<file path="src/rtl/core/scm_pkg.sv">
// scm_pkg: shared types and constants of the size class mapper
// used by every module under rtl/core; depends on nothing

package scm_pkg;

  // field widths
  localparam int REQ_W    = 32;
  localparam int ALIGN_W  = 33;
  localparam int IDX_W    = 8;
  localparam int FETCH_W  = 10;
  localparam int PAGES_W  = 7;
  localparam int STATUS_W = 2;

  // page size and small-object range
  localparam int PAGE_BITS   = 13;
  localparam int SMALL_LIMIT = 262144;
  localparam int PAGE_MASK   = (1 << PAGE_BITS) - 1;

  // small sizes fit this width (SMALL_LIMIT itself included)
  localparam int SM_W = 19;

  // fetch clamping: below DIV_LO the quotient exceeds FETCH_MAX,
  // above DIV_HI it drops under FETCH_MIN
  localparam int FETCH_MAX = 512;
  localparam int FETCH_MIN = 2;
  localparam int DIV_LO    = SMALL_LIMIT / FETCH_MAX;
  localparam int DIV_HI    = SMALL_LIMIT / FETCH_MIN;

  // one quotient bit per cell; remainder starts at the dividend's upper part
  localparam int DIV_STEPS = FETCH_W;
  localparam int REM_INIT  = SMALL_LIMIT >> DIV_STEPS;

  localparam int PROD_W    = FETCH_W + SM_W;
  localparam int PAGES_MAX = (1 << PAGES_W) - 1;

  typedef enum logic [STATUS_W-1:0] {
    ST_SMALL = 2'd0,
    ST_LARGE = 2'd1,
    ST_ZERO  = 2'd2
  } status_t;

  typedef enum logic [1:0] {
    FSEL_DIV = 2'd0,
    FSEL_MAX = 2'd1,
    FSEL_MIN = 2'd2
  } fsel_t;

  typedef struct packed {
    status_t              status;
    logic [ALIGN_W-1:0]   aligned;
    logic [IDX_W-1:0]     idx;
    fsel_t                fsel;
    logic [SM_W-1:0]      rem;
    logic [FETCH_W-1:0]   quot;
  } item_t;

endpackage

</file>
<file path="src/rtl/core/scm_front.sv">
// scm_front: classifies a request, rounds it up and picks its class index
// registers the result into the divider chain; depends on scm_pkg

module scm_front (
  input  logic                        clk,
  input  logic                        rst_n,
  input  logic                        in_valid,
  output logic                        in_ready,
  input  logic [scm_pkg::REQ_W-1:0]   in_request_bytes,
  output logic                        out_valid,
  input  logic                        out_ready,
  output scm_pkg::item_t              out_item
);

  logic                      valid_r;
  scm_pkg::item_t            item_r;
  scm_pkg::item_t            item_nxt;
  logic [scm_pkg::SM_W-1:0]  m;
  logic [scm_pkg::SM_W-1:0]  al;
  logic [scm_pkg::SM_W-1:0]  ix;
  logic [scm_pkg::ALIGN_W-1:0] big;

  function automatic logic [scm_pkg::SM_W-1:0] rnd(
    input logic [scm_pkg::SM_W-1:0] v,
    input int unsigned              sh
  );
    logic [scm_pkg::SM_W-1:0] msk;
    msk = (scm_pkg::SM_W'(1) << sh) - scm_pkg::SM_W'(1);
    return (v + msk) & ~msk;
  endfunction

  // floor((v - base - 1) / 2^sh) + offset
  function automatic logic [scm_pkg::SM_W-1:0] bkt(
    input logic [scm_pkg::SM_W-1:0] v,
    input logic [scm_pkg::SM_W-1:0] base,
    input int unsigned              sh,
    input logic [scm_pkg::SM_W-1:0] offs
  );
    logic [scm_pkg::SM_W-1:0] d;
    d = v - base - scm_pkg::SM_W'(1);
    return (d >> sh) + offs;
  endfunction

  always_comb begin
    m   = in_request_bytes[scm_pkg::SM_W-1:0];
    big = ({1'b0, in_request_bytes} + scm_pkg::ALIGN_W'(scm_pkg::PAGE_MASK))
          & ~scm_pkg::ALIGN_W'(scm_pkg::PAGE_MASK);

    if (m <= scm_pkg::SM_W'(128)) begin
      al = rnd(m, 3);
      ix = bkt(m, scm_pkg::SM_W'(0), 3, scm_pkg::SM_W'(0));
    end else if (m <= scm_pkg::SM_W'(1024)) begin
      al = rnd(m, 4);
      ix = bkt(m, scm_pkg::SM_W'(128), 4, scm_pkg::SM_W'(16));
    end else if (m <= scm_pkg::SM_W'(8192)) begin
      al = rnd(m, 7);
      ix = bkt(m, scm_pkg::SM_W'(1024), 7, scm_pkg::SM_W'(72));
    end else if (m <= scm_pkg::SM_W'(65536)) begin
      al = rnd(m, 10);
      ix = bkt(m, scm_pkg::SM_W'(8192), 10, scm_pkg::SM_W'(128));
    end else begin
      al = rnd(m, 13);
      ix = bkt(m, scm_pkg::SM_W'(65536), 13, scm_pkg::SM_W'(184));
    end

    item_nxt.rem  = scm_pkg::SM_W'(scm_pkg::REM_INIT);
    item_nxt.quot = '0;

    if (in_request_bytes == '0) begin
      item_nxt.status  = scm_pkg::ST_ZERO;
      item_nxt.aligned = '0;
      item_nxt.idx     = '0;
      item_nxt.fsel    = scm_pkg::FSEL_MAX;
    end else if (in_request_bytes > scm_pkg::REQ_W'(scm_pkg::SMALL_LIMIT)) begin
      item_nxt.status  = scm_pkg::ST_LARGE;
      item_nxt.aligned = big;
      item_nxt.idx     = '0;
      item_nxt.fsel    = scm_pkg::FSEL_MIN;
    end else begin
      item_nxt.status  = scm_pkg::ST_SMALL;
      item_nxt.aligned = scm_pkg::ALIGN_W'(al);
      item_nxt.idx     = ix[scm_pkg::IDX_W-1:0];
      if (al < scm_pkg::SM_W'(scm_pkg::DIV_LO)) begin
        item_nxt.fsel = scm_pkg::FSEL_MAX;
      end else if (al > scm_pkg::SM_W'(scm_pkg::DIV_HI)) begin
        item_nxt.fsel = scm_pkg::FSEL_MIN;
      end else begin
        item_nxt.fsel = scm_pkg::FSEL_DIV;
      end
    end
  end

  assign in_ready  = !valid_r || out_ready;
  assign out_valid = valid_r;
  assign out_item  = item_r;

  always_ff @(posedge clk) begin
    if (!rst_n) begin
      valid_r <= 1'b0;
    end else if (in_ready) begin
      valid_r <= in_valid;
    end
  end

  always_ff @(posedge clk) begin
    if (in_valid && in_ready) begin
      item_r <= item_nxt;
    end
  end

endmodule

</file>
<file path="src/rtl/core/scm_div_cell.sv">
// scm_div_cell: one restoring-division step, yields one bit of the fetch count
// a chain of these divides the small limit by the aligned size; depends on scm_pkg

module scm_div_cell (
  input  logic           clk,
  input  logic           rst_n,
  input  logic           in_valid,
  output logic           in_ready,
  input  scm_pkg::item_t in_item,
  output logic           out_valid,
  input  logic           out_ready,
  output scm_pkg::item_t out_item
);

  logic                      valid_r;
  scm_pkg::item_t            item_r;
  scm_pkg::item_t            item_nxt;
  logic [scm_pkg::SM_W-1:0]  dvs;
  logic [scm_pkg::SM_W-1:0]  shl;
  logic                      ge;

  // dividend low bits are all zero, so each step just doubles the remainder
  always_comb begin
    dvs  = in_item.aligned[scm_pkg::SM_W-1:0];
    shl  = {in_item.rem[scm_pkg::SM_W-2:0], 1'b0};
    ge   = (shl >= dvs);
    item_nxt      = in_item;
    item_nxt.rem  = ge ? (shl - dvs) : shl;
    item_nxt.quot = {in_item.quot[scm_pkg::FETCH_W-2:0], ge};
  end

  assign in_ready  = !valid_r || out_ready;
  assign out_valid = valid_r;
  assign out_item  = item_r;

  always_ff @(posedge clk) begin
    if (!rst_n) begin
      valid_r <= 1'b0;
    end else if (in_ready) begin
      valid_r <= in_valid;
    end
  end

  always_ff @(posedge clk) begin
    if (in_valid && in_ready) begin
      item_r <= item_nxt;
    end
  end

endmodule

</file>
<file path="src/rtl/core/scm_back.sv">
// scm_back: clamps the fetch count, computes pages per batch, holds the result
// output register of the mapper; depends on scm_pkg

module scm_back (
  input  logic                           clk,
  input  logic                           rst_n,
  input  logic                           in_valid,
  output logic                           in_ready,
  input  scm_pkg::item_t                 in_item,
  output logic                           out_valid,
  input  logic                           out_ready,
  output logic [scm_pkg::ALIGN_W-1:0]    out_aligned_bytes,
  output logic [scm_pkg::IDX_W-1:0]      out_class_index,
  output logic [scm_pkg::FETCH_W-1:0]    out_fetch_count,
  output logic [scm_pkg::PAGES_W-1:0]    out_page_count,
  output logic [scm_pkg::STATUS_W-1:0]   out_status
);

  logic                           valid_r;
  logic [scm_pkg::ALIGN_W-1:0]    aligned_r;
  logic [scm_pkg::IDX_W-1:0]      idx_r;
  logic [scm_pkg::FETCH_W-1:0]    fetch_r;
  logic [scm_pkg::PAGES_W-1:0]    pages_r;
  scm_pkg::status_t               status_r;

  logic [scm_pkg::FETCH_W-1:0]    fetch_nxt;
  logic [scm_pkg::PAGES_W-1:0]    pages_nxt;
  logic [scm_pkg::FETCH_W-1:0]    fetch;
  logic [scm_pkg::PROD_W-1:0]     prod;
  logic [scm_pkg::PROD_W-1:0]     pg;
  logic                           is_small;

  always_comb begin
    is_small = (in_item.status == scm_pkg::ST_SMALL);
    case (in_item.fsel)
      scm_pkg::FSEL_DIV: fetch = in_item.quot;
      scm_pkg::FSEL_MAX: fetch = scm_pkg::FETCH_W'(scm_pkg::FETCH_MAX);
      scm_pkg::FSEL_MIN: fetch = scm_pkg::FETCH_W'(scm_pkg::FETCH_MIN);
      default:           fetch = scm_pkg::FETCH_W'(scm_pkg::FETCH_MIN);
    endcase
    prod = scm_pkg::PROD_W'(fetch)
         * scm_pkg::PROD_W'(in_item.aligned[scm_pkg::SM_W-1:0]);
    pg   = prod >> scm_pkg::PAGE_BITS;
    if (!is_small) begin
      fetch_nxt = '0;
      pages_nxt = '0;
    end else begin
      fetch_nxt = fetch;
      if (pg == '0) begin
        pages_nxt = scm_pkg::PAGES_W'(1);
      end else if (pg > scm_pkg::PROD_W'(scm_pkg::PAGES_MAX)) begin
        pages_nxt = scm_pkg::PAGES_W'(scm_pkg::PAGES_MAX);
      end else begin
        pages_nxt = pg[scm_pkg::PAGES_W-1:0];
      end
    end
  end

  assign in_ready          = !valid_r || out_ready;
  assign out_valid         = valid_r;
  assign out_aligned_bytes = aligned_r;
  assign out_class_index   = idx_r;
  assign out_fetch_count   = fetch_r;
  assign out_page_count    = pages_r;
  assign out_status        = status_r;

  always_ff @(posedge clk) begin
    if (!rst_n) begin
      valid_r <= 1'b0;
    end else if (in_ready) begin
      valid_r <= in_valid;
    end
  end

  always_ff @(posedge clk) begin
    if (in_valid && in_ready) begin
      aligned_r <= in_item.aligned;
      idx_r     <= in_item.idx;
      fetch_r   <= fetch_nxt;
      pages_r   <= pages_nxt;
      status_r  <= in_item.status;
    end
  end

endmodule

</file>
<file path="src/rtl/core/size_class_mapper_top.sv">
// size_class_mapper_top: top level of the allocation size class mapper
// instantiates scm_front, a chain of scm_div_cell and scm_back; depends on scm_pkg
//
// usage
//   input channel: in_valid / in_ready with in_request_bytes, one transaction
//   per request size; result channel: out_valid / out_ready with the aligned
//   size, class index, fetch count, page count and status of that request
//   every request gives exactly one result, in request order
// pipeline and throughput
//   out_valid rises once a request has passed twelve register stages
//   (one classify stage, ten division cells with one quotient bit of the fetch
//   count each, and the page/output stage), the first loaded at the accepting
//   edge; one transaction per cycle sustained while out_ready stays high
// stalls
//   each stage holds its own valid bit and ready is passed back stage by
//   stage, so a stalled receiver only fills the pipe; in_ready stays high
//   until every stage holds an item, and bubbles are squeezed out meanwhile
// reset
//   synchronous active-low rst_n empties the pipe; no other state is kept

module size_class_mapper_top (
  input  logic                           clk,
  input  logic                           rst_n,
  input  logic                           in_valid,
  output logic                           in_ready,
  input  logic [scm_pkg::REQ_W-1:0]      in_request_bytes,
  output logic                           out_valid,
  input  logic                           out_ready,
  output logic [scm_pkg::ALIGN_W-1:0]    out_aligned_bytes,
  output logic [scm_pkg::IDX_W-1:0]      out_class_index,
  output logic [scm_pkg::FETCH_W-1:0]    out_fetch_count,
  output logic [scm_pkg::PAGES_W-1:0]    out_page_count,
  output logic [scm_pkg::STATUS_W-1:0]   out_status
);

  // chain_* [k] is the link entering division cell k; the last one feeds the back end
  scm_pkg::item_t chain_item  [scm_pkg::DIV_STEPS+1];
  logic           chain_valid [scm_pkg::DIV_STEPS+1];
  logic           chain_ready [scm_pkg::DIV_STEPS+1];

  // classify, round up and index the request
  scm_front u_front (
    .clk              (clk),
    .rst_n            (rst_n),
    .in_valid         (in_valid),
    .in_ready         (in_ready),
    .in_request_bytes (in_request_bytes),
    .out_valid        (chain_valid[0]),
    .out_ready        (chain_ready[0]),
    .out_item         (chain_item[0])
  );

  // fetch count = small limit / aligned size, one quotient bit per cell
  for (genvar k = 0; k < scm_pkg::DIV_STEPS; k++) begin : g_cell
    scm_div_cell u_cell (
      .clk       (clk),
      .rst_n     (rst_n),
      .in_valid  (chain_valid[k]),
      .in_ready  (chain_ready[k]),
      .in_item   (chain_item[k]),
      .out_valid (chain_valid[k+1]),
      .out_ready (chain_ready[k+1]),
      .out_item  (chain_item[k+1])
    );
  end

  // clamp fetch, compute pages per batch, output register
  scm_back u_back (
    .clk               (clk),
    .rst_n             (rst_n),
    .in_valid          (chain_valid[scm_pkg::DIV_STEPS]),
    .in_ready          (chain_ready[scm_pkg::DIV_STEPS]),
    .in_item           (chain_item[scm_pkg::DIV_STEPS]),
    .out_valid         (out_valid),
    .out_ready         (out_ready),
    .out_aligned_bytes (out_aligned_bytes),
    .out_class_index   (out_class_index),
    .out_fetch_count   (out_fetch_count),
    .out_page_count    (out_page_count),
    .out_status        (out_status)
  );

  // non-small results carry no class, fetch or page figures
  a_nonsmall_zero: assert property (@(posedge clk) disable iff (!rst_n)
    (out_valid && out_status != scm_pkg::ST_SMALL) |->
      (out_class_index == '0 && out_fetch_count == '0 && out_page_count == '0))
    else $error("non-small result carries class data");

  // small results stay within the clamped fetch range and ask for a page at least
  a_small_ranges: assert property (@(posedge clk) disable iff (!rst_n)
    (out_valid && out_status == scm_pkg::ST_SMALL) |->
      (out_fetch_count >= scm_pkg::FETCH_W'(scm_pkg::FETCH_MIN) &&
       out_fetch_count <= scm_pkg::FETCH_W'(scm_pkg::FETCH_MAX) &&
       out_page_count != '0 && out_aligned_bytes[2:0] == 3'd0 &&
       out_aligned_bytes <= scm_pkg::ALIGN_W'(scm_pkg::SMALL_LIMIT)))
    else $error("small result out of range");

  // large results are whole pages
  a_large_paged: assert property (@(posedge clk) disable iff (!rst_n)
    (out_valid && out_status == scm_pkg::ST_LARGE) |->
      (out_aligned_bytes[scm_pkg::PAGE_BITS-1:0] == '0 &&
       out_aligned_bytes > scm_pkg::ALIGN_W'(scm_pkg::SMALL_LIMIT)))
    else $error("large result not page aligned");

endmodule
</file>
<file path="config.mk">
export PLATFORM = sky130hd
export DESIGN_NAME = size_class_mapper_top
export DESIGN_NICKNAME = d
export VERILOG_FILES = /design/src/rtl/core/scm_pkg.sv /design/src/rtl/core/scm_front.sv /design/src/rtl/core/scm_div_cell.sv /design/src/rtl/core/scm_back.sv /design/src/rtl/core/size_class_mapper_top.sv
export SDC_FILE = /design/constraint.sdc
export NUM_CORES = 1
export LEC_CHECK = 0
export CORE_MARGIN = 2
export CORE_UTILIZATION = 45
export DETAILED_ROUTE_END_ITERATION = 6
export DONT_BUFFER_PORTS = 1
export GPL_TIMING_DRIVEN = 1
export PLACE_DENSITY_LB_ADDON = 0.3
export SLEW_MARGIN = 20
export SYNTH_ARGS = -nofsm -noshare
export SYNTH_HDL_FRONTEND = slang
export SYNTH_SLANG_ARGS = --single-unit
</file>
<file path="constraint.sdc">
create_clock -name clk -period 8.3 [get_ports clk]
set_input_delay 1.66 -clock clk [delete_from_list [all_inputs] [get_ports clk]]
set_output_delay 1.66 -clock clk [all_outputs]
set_load 0.05 [all_outputs]
</file>
==> metrics.txt <==
# TYPE chip_impl_metric gauge
chip_impl_info{name="status",value="completed"} 1
chip_impl_metric{name="dp_hpwl",unit="um"} 54710
chip_impl_info{name="cp_top_family",value="adder cells"} 1
chip_impl_info{name="timing.critical_path.cells",value="nor2_4 -> buf_4 -> buf_4 -> and3_1 -> fa_1 -> inv_1 -> fa_1 -> fa_1 -> inv_1 -> fa_1 -> inv_1 -> fa_1 -> inv_1 -> ha_1 -> a21o_1 -> a31oi_1 -> a21boi_0 -> o21ai_0 -> o211ai_1 -> a31oi_1 -> xor2_1 -> or4_1 -> o31a_1"} 1
chip_impl_metric{name="globalplace.congestion",unit=""} 0.8970
chip_impl_metric{name="power-per-cell-area",unit="nW/um^2"} 184.0
chip_impl_info{name="synth.most_common_cell",value="edfxtp_1"} 1
chip_impl_metric{name="wl",unit="um"} 74120
chip_impl_metric{name="ys.warnings.count",unit=""} 0
chip_impl_metric{name="met1Wirelength",unit="um"} 31490
chip_impl_info{name="cts_tree",value="built"} 1
chip_impl_metric{name="postCtsHoldBufs",unit=""} 0
chip_impl_metric{name="max-slew-margin-rel",unit="%"} 40.27
chip_impl_metric{name="antenna_left",unit=""} 0
chip_impl_metric{name="achievable-frequency",unit="MHz"} 130.5
chip_impl_metric{name="final_cell_area",unit="sq um"} 40630
chip_impl_metric{name="std_cell_rows",unit=""} 104
chip_impl_metric{name="dieWidth",unit="um"} 290.0
chip_impl_metric{name="synth_sequential_area_ratio",unit="%"} 58.48
chip_impl_metric{name="wirelength_per_cell",unit="um"} 18.56
chip_impl_metric{name="worst_clock_skew_on_the_final_layout",unit="ps"} 46.58
chip_impl_metric{name="finalHoldViolations",unit=""} 0
chip_impl_metric{name="async_flop_share",unit="%"} 0
chip_impl_metric{name="maxCapViolCount",unit=""} 0
chip_impl_metric{name="die_area",unit="sq um"} 84110
chip_impl_info{name="top_signal_layer_used",value="met4"} 1
chip_impl_info{name="timing.critical_path.mode_cell",value="fa_1"} 1
chip_impl_info{name="path_class",value="reg -> reg"} 1
chip_impl_metric{name="yosys_register_bits",unit=""} 721
chip_impl_metric{name="nNetsFinal",unit=""} 3236
chip_impl_metric{name="netlist-cell-type-count",unit=""} 79
chip_impl_info{name="root_buffer",value="clkbuf_16"} 1
chip_impl_metric{name="cp.buffers_inverters",unit=""} 6
chip_impl_metric{name="maximum_number_of_pins_on_one_net_before_global_route_repair",unit=""} 67
chip_impl_metric{name="dr_wl_met3",unit="um"} 3472
chip_impl_metric{name="grt_first_pass_wirelength",unit="um"} 119800
chip_impl_metric{name="syn_inst",unit=""} 2855
chip_impl_metric{name="design.core.area",unit="sq um"} 80810
chip_impl_metric{name="dr.pass1.iters",unit=""} 5
chip_impl_info{name="min_path_type",value="reg -> reg"} 1
chip_impl_metric{name="buffer_ports.inserted",unit=""} 0
chip_impl_metric{name="clk_pin_slew_worst_paths",unit="ps"} 60
chip_impl_info{name="synth_top_cell_by_area",value="edfxtp_1"} 1
chip_impl_metric{name="io_pins",unit=""} 98
chip_impl_info{name="critical_path.startpoint_type",value="register"} 1
chip_impl_info{name="postSynth.topFlopCell",value="edfxtp_1"} 1
chip_impl_metric{name="route.vias.total",unit=""} 21580
chip_impl_metric{name="synth_top_cell_area_share",unit="%"} 57.83
chip_impl_metric{name="critPathRequiredTime",unit="ps"} 8680
chip_impl_metric{name="grt_antenna_before_repair",unit=""} 0
chip_impl_metric{name="peakVddDrop",unit="mV"} 0.1627
chip_impl_info{name="worstSetupEndpointType",value="register"} 1
chip_impl_metric{name="tritoncts.num_buffers",unit=""} 76
chip_impl_metric{name="route.detailed.vias_per_inst",unit=""} 5.403
chip_impl_metric{name="worstMarginPinSlew",unit="ps"} 896.0
chip_impl_info{name="rsz_0062_raised_after_global_routing",value="no"} 1
chip_impl_metric{name="report.final.setup_viol",unit=""} 0
chip_impl_metric{name="synth_area_per_cell",unit="sq um"} 12.90
chip_impl_metric{name="worst_ep_arrival_time",unit="ps"} 8050
chip_impl_metric{name="fillerInstances",unit=""} 6843
chip_impl_metric{name="met2RoutedLength",unit="um"} 37350
chip_impl_metric{name="period_share",unit="%"} 92.35
chip_impl_metric{name="finalCriticalPeriod",unit="ps"} 7665
chip_impl_metric{name="die-height",unit="um"} 290.0
chip_impl_metric{name="postPlaceCellArea",unit="sq um"} 38120
chip_impl_metric{name="power_leakage",unit="nW"} 15.94
chip_impl_metric{name="effective_utilization_at_floorplan",unit="%"} 45.56
chip_impl_metric{name="cts.htree.levels",unit=""} 3
chip_impl_metric{name="clk-insertion-delay-late",unit="ps"} 630
chip_impl_metric{name="synth_area",unit="sq um"} 36820
chip_impl_metric{name="post_route_cells_drive_above_1_share",unit="%"} 9.066
chip_impl_metric{name="cp_slowest_stage_delay",unit="ps"} 670
chip_impl_metric{name="clock-sinks",unit=""} 721
chip_impl_metric{name="globalRoute.totalOverflow",unit=""} 0
chip_impl_metric{name="largest_driver_fanout_on_the_critical_path",unit=""} 35
chip_impl_metric{name="grt_pass1_vias",unit=""} 22060
chip_impl_metric{name="globalRouteTotalUtil",unit="%"} 17.81
chip_impl_metric{name="drcViolationCount",unit=""} 0
chip_impl_metric{name="drt-initial-drc-count",unit=""} 1534
chip_impl_metric{name="post_cts_buffers",unit=""} 0
chip_impl_metric{name="cts-root-to-sink-buffers",unit=""} 3
chip_impl_info{name="netlist_top_cells_count",value="edfxtp_1 (709), inv_1 (353), ha_1 (206)"} 1
chip_impl_metric{name="post_cts_resize_count",unit=""} 0
chip_impl_metric{name="tns",unit="ps"} 0
chip_impl_metric{name="synth_enable_flop_cells",unit=""} 709
chip_impl_metric{name="area_delta_synth_final",unit="%"} 10.36
chip_impl_info{name="cp_slowest_cell",value="or4_1"} 1
chip_impl_metric{name="antenna_diode_count",unit=""} 0
chip_impl_info{name="synth.top_cells.by_area",value="edfxtp_1 (58%), ha_1 (7.0%), fa_1 (6.4%)"} 1
chip_impl_metric{name="slew_viol_final",unit=""} 0
## sequential cells by signal, indices dropped and copies added, names as in the netlist
signal,flops
u_back.out_fetch_count,10
u_front.out_valid,1
u_back.out_page_count,7
u_back.out_valid,1
g_cell.u_cell.out_valid,10
u_front.out_item,42
u_back.out_aligned_bytes,30
u_back.out_class_index,8
g_cell.u_cell.out_item,610
u_back.out_status,2
## final timing paths
path | startpoint | to | slack [ps] | depth (start not counted)
worst min-delay path | g_cell[5].u_cell.out_item[37]$_DFFE_PP_ | g_cell[6].u_cell.out_item[37]$_DFFE_PP_ | 410 | 0
worst max-delay path | g_cell[9].u_cell.out_item[30]$_DFFE_PP_ | u_back.out_page_count[0]$_SDFFCE_PP0P_ | 630 | 23
worst min register to register | g_cell[5].u_cell.out_item[37]$_DFFE_PP_ | g_cell[6].u_cell.out_item[37]$_DFFE_PP_ | 410 | 0
worst max register to register | g_cell[9].u_cell.out_item[30]$_DFFE_PP_ | u_back.out_page_count[0]$_SDFFCE_PP0P_ | 630 | 23
## kinds of logic (layout without fill, tap and decap cells)
| group | Yosys count | in the layout | synth area share (%) |
|---|---|---|---|
| AO/OA/AOI/OAI | 473 | 473 | 8.456 |
| XOR/XNOR | 123 | 123 | 2.926 |
| adder cells (fa/ha/maj) | 323 | 323 | 13.36 |
| buffers and inverters | 437 | 510 | 4.500 |
| flip-flops | 721 | 721 | 58.48 |
| multiplexers | 91 | 91 | 2.746 |
| other | 1 | 7 | 0.01019 |
| AND/OR/NAND/NOR | 686 | 686 | 9.516 |
## through the flow
step	utilization, %	setup WS, ps	total power, W	instances	hold WS, ps
after CTS	50.28	708.4	0.007575	3994	408.8
after global placement	47.17	952.4	0.004187	3859	400.2
after global routing	50.28	216.4	0.007733	3994	419.0
after floorplan	-	979.3	0.004172	2861	400.3
final	50.28	634.8	0.007475	3994	406.0
after detailed placement	47.17	714.1	0.004190	3859	404.5
## per-layer routing
metal  up-vias  global-route usage [%]
met5         -                       0
met3       121                   3.339
met4         0                   5.285
met1     10640                   22.65
li1      10310                       -
met2       503                   30.98
## power breakdown
part	leakage [nW]	internal [W]	switching, W
Sequential	6.60	0.00398	0.0000120
Combinational	8.15	0.0000440	0.0000719
Clock	1.20	0.00194	0.00143
## final cells by class
class	count	area, sq um	share of cell area [%]
flip-flops and latches	721	21530	52.99
repair buffers	22	165.2	0.4065
clock inverters	45	553.0	1.361
inverters	353	1325	3.261
clock buffers	90	1954	4.810
multi-input cells	1703	13780	33.91
well taps	1060	1326	3.264
## placed cells by master (no fill, tap or decap), types with 9 or more instances in the layout
cell type  instances
a211o_1           11
a211oi_1          12
a21boi_0          22
a21o_1            30
a21oi_1          126
a31oi_1           23
and2_1            40
and3_1            91
buf_4             22
clkbuf_1          14
clkbuf_16         76
clkinv_1          10
clkinv_2           9
dfxtp_1           12
edfxtp_1         709
fa_1             117
ha_1             206
inv_1            353
mux2_2            80
mux2i_1           11
nand2_1          176
nand2b_1          15
nand3_1           60
nand4_1           27
nor2_1           120
nor2b_1           30
nor3_1            46
nor4_1            11
o211ai_1          25
o21a_1            31
o21ai_0           90
o22ai_1           10
o31ai_1           21
or2_2             18
or3_1             13
xnor2_1           79
xor2_1            44
(Power assumes the default switching activity.)
